<file path="src/rtl/core/fixed_block_pool_allocator_macros.svh">
// ---------------------------------------------------------------------------
// Fixed block pool allocator assertion macros
// Concurrent assertion wrappers, empty in synthesis builds.
// ---------------------------------------------------------------------------
`ifndef FIXED_BLOCK_POOL_ALLOCATOR_MACROS_SVH
`define FIXED_BLOCK_POOL_ALLOCATOR_MACROS_SVH
`ifndef SYNTHESIS
`define FBPA_ASSERT(label, clk, rst, prop, msg) \
   label: assert property (@(posedge clk) disable iff (rst) prop) else $error(msg);
`define FBPA_ASSERT_ALWAYS(label, clk, prop, msg) \
   label: assert property (@(posedge clk) prop) else $error(msg);
`else
`define FBPA_ASSERT(label, clk, rst, prop, msg)
`define FBPA_ASSERT_ALWAYS(label, clk, prop, msg)
`endif
`endif

</file>
<file path="src/rtl/core/fbpa_pkg.sv">
// ---------------------------------------------------------------------------
// Fixed block pool allocator package
// Item types, operation and status codes, register indexes and the
// command and status groups between controller and datapath.
// ---------------------------------------------------------------------------
`default_nettype none

package fbpa_pkg;

   localparam int ADDR_W     = 32;
   localparam int BYTES_W    = 16;
   localparam int COUNT_W    = 11;
   localparam int FUNC_W     = 2;
   localparam int STATUS_W   = 3;
   localparam int CSR_IDX_W  = 2;
   localparam int DIV_STEPS  = 32;
   localparam int DIV_CNT_W  = 5;

   localparam logic [FUNC_W-1:0] FUNC_INIT  = 2'd0;
   localparam logic [FUNC_W-1:0] FUNC_ALLOC = 2'd1;
   localparam logic [FUNC_W-1:0] FUNC_FREE  = 2'd2;
   localparam logic [FUNC_W-1:0] FUNC_NOP   = 2'd3;

   localparam logic [STATUS_W-1:0] ST_OK         = 3'd0;
   localparam logic [STATUS_W-1:0] ST_EMPTY      = 3'd1;
   localparam logic [STATUS_W-1:0] ST_NULL       = 3'd2;
   localparam logic [STATUS_W-1:0] ST_OUTSIDE    = 3'd3;
   localparam logic [STATUS_W-1:0] ST_MISALIGNED = 3'd4;
   localparam logic [STATUS_W-1:0] ST_FULL       = 3'd5;

   localparam logic [CSR_IDX_W-1:0] CSR_POOL_BASE   = 2'd0;
   localparam logic [CSR_IDX_W-1:0] CSR_BLOCK_BYTES = 2'd1;
   localparam logic [CSR_IDX_W-1:0] CSR_BLOCK_COUNT = 2'd2;

   localparam logic [ADDR_W-1:0]  RST_POOL_BASE   = 32'd4096;
   localparam logic [BYTES_W-1:0] RST_BLOCK_BYTES = 16'd64;
   localparam logic [COUNT_W-1:0] RST_BLOCK_COUNT = 11'd1000;

   typedef struct packed {
      logic [FUNC_W-1:0] func;
      logic [ADDR_W-1:0] block_address;
   } req_type;

   typedef struct packed {
      logic [ADDR_W-1:0]   granted_address;
      logic [STATUS_W-1:0] status;
   } rsp_type;

   typedef struct packed {
      logic                load;
      logic                init;
      logic                pop;
      logic                take;
      logic                mult;
      logic                mult_count;
      logic                div_start;
      logic                push;
      logic                rsp_load;
      logic                rsp_grant;
      logic [STATUS_W-1:0] rsp_code;
   } cmd_type;

   typedef struct packed {
      logic [FUNC_W-1:0] func;
      logic              depth_nz;
      logic              untouched_nz;
      logic              addr_null;
      logic              outside;
      logic              div_done;
      logic              rem_nz;
      logic              full;
   } stat_type;

endpackage

`default_nettype wire

</file>
<file path="src/rtl/core/fbpa_ctrl.sv">
// ---------------------------------------------------------------------------
// Fixed block pool allocator controller
// Sequences one item through decode and, as its function needs, multiply,
// range check and divide, and hands the result to the output register.
// ---------------------------------------------------------------------------
`default_nettype none
`include "fixed_block_pool_allocator_macros.svh"

module fbpa_ctrl (
   input  wire logic                clock,
   input  wire logic                reset,
   input  wire logic                req_valid,
   output logic                     req_stall,
   output logic                     rsp_valid,
   input  wire logic                rsp_stall,
   input  wire fbpa_pkg::stat_type  stat,
   output fbpa_pkg::cmd_type        cmd
);

   typedef enum logic [5:0] {
      S_IDLE   = 6'b000001,
      S_CHECK  = 6'b000010,
      S_MULT   = 6'b000100,
      S_RANGE  = 6'b001000,
      S_DIVIDE = 6'b010000,
      S_FINISH = 6'b100000
   } state_type;

   state_type                       state_ff, state_in;
   logic                            rsp_valid_ff, rsp_valid_in;
   logic [fbpa_pkg::STATUS_W-1:0]   code_ff, code_in;
   logic                            grant_ff, grant_in;

   always_comb begin
      cmd          = '0;
      state_in     = state_ff;
      code_in      = code_ff;
      grant_in     = grant_ff;
      rsp_valid_in = rsp_valid_ff && rsp_stall;
      cmd.rsp_code  = code_ff;
      cmd.rsp_grant = grant_ff;
      unique case (state_ff)
         S_IDLE: begin
            if (req_valid) begin
               cmd.load = 1'b1;
               state_in = S_CHECK;
            end
         end
         S_CHECK: begin
            code_in  = fbpa_pkg::ST_OK;
            grant_in = 1'b0;
            unique case (stat.func)
               fbpa_pkg::FUNC_INIT: begin
                  cmd.init = 1'b1;
                  state_in = S_FINISH;
               end
               fbpa_pkg::FUNC_ALLOC: begin
                  if (stat.depth_nz) begin
                     cmd.pop  = 1'b1;
                     grant_in = 1'b1;
                     state_in = S_MULT;
                  end else if (stat.untouched_nz) begin
                     cmd.take = 1'b1;
                     grant_in = 1'b1;
                     state_in = S_MULT;
                  end else begin
                     code_in  = fbpa_pkg::ST_EMPTY;
                     state_in = S_FINISH;
                  end
               end
               fbpa_pkg::FUNC_FREE: begin
                  state_in = S_MULT;
               end
               default: begin
                  state_in = S_FINISH;
               end
            endcase
         end
         S_MULT: begin
            cmd.mult       = 1'b1;
            cmd.mult_count = !grant_ff;
            state_in       = grant_ff ? S_FINISH : S_RANGE;
         end
         S_RANGE: begin
            if (stat.addr_null) begin
               code_in  = fbpa_pkg::ST_NULL;
               state_in = S_FINISH;
            end else if (stat.outside) begin
               code_in  = fbpa_pkg::ST_OUTSIDE;
               state_in = S_FINISH;
            end else begin
               cmd.div_start = 1'b1;
               state_in      = S_DIVIDE;
            end
         end
         S_DIVIDE: begin
            if (stat.div_done) begin
               if (stat.rem_nz) begin
                  code_in = fbpa_pkg::ST_MISALIGNED;
               end else if (stat.full) begin
                  code_in = fbpa_pkg::ST_FULL;
               end else begin
                  cmd.push = 1'b1;
               end
               state_in = S_FINISH;
            end
         end
         S_FINISH: begin
            if (!rsp_valid_ff || !rsp_stall) begin
               cmd.rsp_load = 1'b1;
               rsp_valid_in = 1'b1;
               state_in     = S_IDLE;
            end
         end
         default: begin
            state_in = S_IDLE;
         end
      endcase
   end

   always_ff @(posedge clock) begin
      if (reset) begin
         state_ff     <= S_IDLE;
         rsp_valid_ff <= 1'b0;
         code_ff      <= fbpa_pkg::ST_OK;
         grant_ff     <= 1'b0;
      end else begin
         state_ff     <= state_in;
         rsp_valid_ff <= rsp_valid_in;
         code_ff      <= code_in;
         grant_ff     <= grant_in;
      end
   end

   assign req_stall = state_ff != S_IDLE;
   assign rsp_valid = rsp_valid_ff;

   `FBPA_ASSERT(a_no_result_overwrite, clock, reset, (!(cmd.rsp_load && rsp_valid_ff && rsp_stall)), "waiting item overwritten")
   `FBPA_ASSERT_ALWAYS(a_idle_after_reset, clock, (reset |=> (state_ff == S_IDLE && !rsp_valid_ff)), "controller not idle after reset")

endmodule

`default_nettype wire

</file>
<file path="config.mk">
export PLATFORM = sky130hd
export DESIGN_NAME = fbpa_ctrl
export DESIGN_NICKNAME = d
export VERILOG_FILES = /design/src/rtl/core/fbpa_pkg.sv /design/src/rtl/core/fbpa_ctrl.sv
export VERILOG_INCLUDE_DIRS = /design/src /design/src/rtl/core
export SDC_FILE = /design/constraint.sdc
export NUM_CORES = 1
export LEC_CHECK = 0
export CORE_MARGIN = 1.5
export CORE_UTILIZATION = 45
export DETAILED_ROUTE_END_ITERATION = 7
export DONT_BUFFER_PORTS = 1
export HOLD_SLACK_MARGIN = 0.02
export SETUP_SLACK_MARGIN = 0.02
export SLEW_MARGIN = 20
export SYNTH_ARGS = -nofsm -noshare
export SYNTH_HDL_FRONTEND = slang
export SYNTH_SLANG_ARGS = --single-unit
</file>
<file path="constraint.sdc">
create_clock -name clock -period 1.8 [get_ports clock]
set_input_delay 0.36 -clock clock [delete_from_list [all_inputs] [get_ports clock]]
set_output_delay 0.36 -clock clock [all_outputs]
set_load 0.005 [all_outputs]
</file>
; ---- Yosys cells after proc, flatten, opt, wreduce, memory -nomap -nowiden
; Cells that the tools add are included.
[totals]
register_bits = 11
latchBits = 0
mem_bits_rw = 0
mem_bits_ro = 0
input_bits = 13
word_cells = 68
memories = 0
[op_classes]
add_sub_neg = 0
multipliers = 0
div = 0
n_lt_le_gt_ge = 0
n_eq_ne = 14
shift = 0
muxes = 41
bitwise_logic = 0
reduce_logical = 9
[ops]
columns = op, n
row1 = 6-bit two-way mux, 8
row2 = 6-bit case mux with 6 select lines, 1
row3 = 1-bit two-way mux, 22
row4 = 3-bit two-way mux, 6
row5 = 6-bit case mux with 2 select lines, 1
row6 = 3-bit case mux with 3 select lines, 1
row7 = 6-bit by 1-bit == test with 1-bit output (second input constant), 1
row8 = 6-bit by 2-bit == test with 1-bit output (second input constant), 1
row9 = 6-bit by 3-bit == test with 1-bit output (second input constant), 1
row10 = 6-bit by 4-bit == test with 1-bit output (second input constant), 1
row11 = 6-bit by 5-bit == test with 1-bit output (second input constant), 1
row12 = 6-bit == test (second input constant), 1
row13 = 2-bit inequality test (second input constant), 3
row14 = 3-bit inequality test (second input constant), 2
row15 = 6-bit by 1-bit inequality test with 1-bit output (second input constant), 1
row16 = 2-bit two-way mux, 2
row17 = 4-bit AND reduction, 1
row18 = 1-bit zero test, 3
row19 = 3-bit AND reduction, 1
row20 = 3-bit nonzero test, 1
row21 = 2-bit by 1-bit == test with 1-bit output (second input constant), 1
row22 = 2-bit == test (second input constant), 1
row23 = 2-bit zero test, 1
row24 = 1-bit logical AND, 1
row25 = 1-bit logical OR, 1

; ---- Logic depth before layout (Yosys ltp)
[logic_depth]
word_depth = 4
mapped_depth = 6
ltp_nobuf = 6

; ---- Least setup slack after synthesis
; OpenSTA, ideal clock, no wires.
[synth_path]
path_type = flip-flop to output port
from = register state_ff[1]
to = output port cmd[12] (netlist bit)
t_arrival_ps = 1526
setup_slack_ps = -86
stages_incl_launch_ff = 5
path_cell_list = dfxtp_1 > or4_1 > buf_2 > or3b_4 > nor2_1
[synth_lines]
columns = element, line
row1 = from (decl), fbpa_ctrl.sv:29  ; state_type state_ff, state_in;
row2 = from (signal assigned), fbpa_ctrl.sv:128  ; state_ff <= state_in;
row3 = to (decl), fbpa_ctrl.sv:17  ; output fbpa_pkg::cmd_type cmd

; ---- Final worst setup path
[layout_path]
from = register state_ff[2]
to = output port req_stall
[layout_between]
elab_chain_len = 1
[layout_rtl]
columns = element, line
row1 = 6-bit by 1-bit inequality test with 1-bit output, fbpa_ctrl.sv:135  ; assign req_stall = state_ff != S_IDLE;
row2 = to (decl), fbpa_ctrl.sv:13  ; output logic req_stall,
; Every way passes these cells.

==> flow_metrics.env <==
export IMPL_outcome="finished, violations left"
export IMPL_failed_checks="setup timing"
export IMPL_endpoint_kind="output port"
export IMPL_cts_tree="done"
export IMPL_clk_path_buf_depth=2
export IMPL_synth_seq_cells=11
export IMPL_cts_hold_buf=0
export IMPL_num_vias=751
export IMPL_min_path_type="in -> reg"
export IMPL_fillers=127
export IMPL_fin_ws_ns=-0.295
export IMPL_grt_ovfl_total=0
export IMPL_synthCells=87
export IMPL_first_iter_violations=16
export IMPL_async_flop_share_pct=0
export IMPL_drt_pass1_iterations=4
export IMPL_rows=14
export IMPL_required_ns=1.44
export IMPL_tns_ns=-2.40
export IMPL_initial_core_util_pct=49.4
export IMPL_cts_root_buf="clkbuf_4"
export IMPL_met2_usage_pct=36.2
export IMPL_synthTopCellsByCount="dfxtp_1, inv_1, nor2_1, nor3_1"
export IMPL_hold_viol_final=0
export IMPL_clock_latency_ns=0.28
export IMPL_antenna_found_initial=0
export IMPL_viasPerCell=5.82
export IMPL_cts_max_level=1
export IMPL_grtUsageMet1_pct=28.5
export IMPL_power_density_nw_per_um2=532
export IMPL_tightest_slew_ns=0.301
export IMPL_critPathLaunchType="flip-flop"
export IMPL_critPathSlowestCell="or4_4"
export IMPL_ys_flop_type="dfxtp_1"
export IMPL_final_antenna_net_count=0
export IMPL_p_switching_uw=167
export IMPL_grtUsageTotal_pct=23.0
export IMPL_num_antenna_cells=0
export IMPL_yosys_warnings=0
export IMPL_ios=28
export IMPL_clockPowerShare_pct=31.0
export IMPL_setup_violations=16
export IMPL_finalWirelength_um=2030
export IMPL_layout_min_cycle_time_ns=2.09
export IMPL_relSlewSlack_pct=79.7
export IMPL_die_w_um=44.1
export IMPL_crit_fanout=4
export IMPL_place_area_um2=906
export IMPL_post_route_drc_count=0
export IMPL_cp_cell_sequence="or4_4 -> or3b_4 -> buf_6"
export IMPL_synth_edf_count=0
export IMPL_leakagePower_uw=0.000444
export IMPL_routabilityCongestion=0.821
export IMPL_internal_power_uw=412
export IMPL_cts_made_buffers=3
export IMPL_worst_clock_skew_ns=0.00413
export IMPL_p_comb_share_pct=25.1
export IMPL_maxCapViolations=0
export IMPL_arrival_ns=1.73
export IMPL_yosysTopAreaCell="dfxtp_1"
export IMPL_dpl_hpwl_um=1450
export IMPL_fin_nets=131
export IMPL_syn_avg_cell_area_um2=8.74
export IMPL_p_sw_share_pct=28.9
export IMPL_rsz0062_at_grt="yes"
export IMPL_synth_cell_types=38
export IMPL_drv_slew=0
export IMPL_slowest_delay_ns=0.57
export IMPL_vdd_drop_max_mv=0.516
export IMPL_grt_pass1_wl_um=3210
export IMPL_final_area_um2=1090
export IMPL_dieArea_um2=1950
export IMPL_grt_max_degree=11
export IMPL_rrSetupSlack_ns=-0.07
export IMPL_synth_most_common_cell="dfxtp_1"
export IMPL_die_h_um=44.1
export IMPL_syn_nets=104
export IMPL_core_area_um2=1540
export IMPL_synth_area_top_cells="dfxtp_1, ha_1, nor3_1"
export IMPL_period_share_pct=116
export IMPL_wl_per_cell_um=15.8
export IMPL_synth_area_um2=761
export IMPL_portBuffers=0
export IMPL_grt_pass1_vias=718
export IMPL_cts_sinks=11
export IMPL_synth_top_area_share_pct=28.9
export IMPL_seq_area_frac_synth_pct=28.9
export IMPL_grt_use_met3_pct=8.57
export IMPL_pwr_share_seq_pct=43.9
export IMPL_syn_to_final_growth_pct=43.1
export IMPL_clock_fmax_ghz=0.477
export IMPL_layout_drive_gt1_share_pct=53.1
export IMPL_clkTransAtPathRegs_ns=0.08
export IMPL_worstSetupPathType="reg -> out"
export IMPL_hold_ws_ns=0.131
export IMPL_top_usage_layer="met2"
worst paths after layout:
check | start | endpoint | cells after the start
hold / removal | reset | code_ff[2] | 1
setup reg to reg | state_ff[2] | state_ff[5] | 7
hold reg to reg | code_ff[0] | code_ff[0] | 2
setup / recovery | state_ff[2] | req_stall | 3
cell usage in the layout (no fill, tap or decap), types with 2 or more instances in the layout:
cell type / synthesis / routed
nor4_2: 0 / 2
xor2_1: 2 / 2
nor2_1: 7 / 5
or4_4: 1 / 5
a31oi_1: 2 / 2
inv_1: 8 / 8
buf_6: 0 / 4
dfxtp_2: 0 / 2
or2_2: 2 / 2
a221oi_2: 2 / 2
ha_1: 4 / 4
buf_4: 3 / 22
and2_1: 2 / 2
nor3_4: 0 / 3
o211ai_1: 2 / 2
nor3_1: 7 / 5
clkbuf_4: 0 / 3
or3b_4: 2 / 2
dfxtp_1: 11 / 8
clkinv_2: 0 / 2
repair_timing:
action                                  in CTS  in global routing
endpoints found under the setup margin      11                 18
buffers inserted                             5                  3
pin swaps                                    5                  5
resized for setup                            8                 15
sequential cells by signal, summed over array words and instances (netlist names):
signal     flops
rsp_valid      1
grant_ff       1
code_ff        3
state_ff       6
final cells by class:
cell class | count | area [µm²] | share of cell area [%]
clock buffer | 3 | 22.5 | 2.07
clock inverter | 1 | 5.00 | 0.460
inverter | 9 | 35.0 | 3.22
multi-input combinational | 63 | 569 | 52.3
sequential | 11 | 226 | 20.8
tap | 16 | 20.0 | 1.84
timing repair buffer | 26 | 210 | 19.3
power groups by stage:
stage                     Combinational [µW]  Sequential [µW]  Clock [µW]
after floorplan                         74.9              262           0
after CTS                                125              255         186
after global placement                   106              261           0
after global routing                     157              255         201
after detailed placement                 107              261           0
final                                    145              254         180
worst max-delay path: cells and delay by family, from the launching register on:
family | cells | cell delay, ns
buf+inv | 1 | 0.13
flops | 1 | 0.32
simple gates | 2 | 1.00
cell families after synthesis:
family,count (synthesis),share of synthesized area [%]
AND/OR/NAND/NOR,40,36.0
AO/OA/AOI/OAI,16,16.8
buffers and inverters,13,8.06
flip-flops,11,28.9
adder cells (fa/ha/maj),4,6.58
XOR/XNOR,2,2.30
multiplexers,1,1.32
layer usage:
metal  vias to the layer above  share of wire (%)
met5                         -                  0
met2                        23                 47
met1                       351                 46
met3                         4                6.0
li1                        373                  -
met4                         0                1.5
metrics by stage:
stage	instances	power [µW]	setup slack, ns	utilization (%)
6_report	129	579	-0.295	70.6
5_1_grt	129	614	-0.345	70.6
4_1_cts	126	567	-0.287	64.9
3_5_place_dp	117	368	-0.0541	58.8
3_3_place_gp	117	367	-0.0385	58.8
2_1_floorplan	87	337	-0.0489	-
Power figures use the tool's default switching activity.
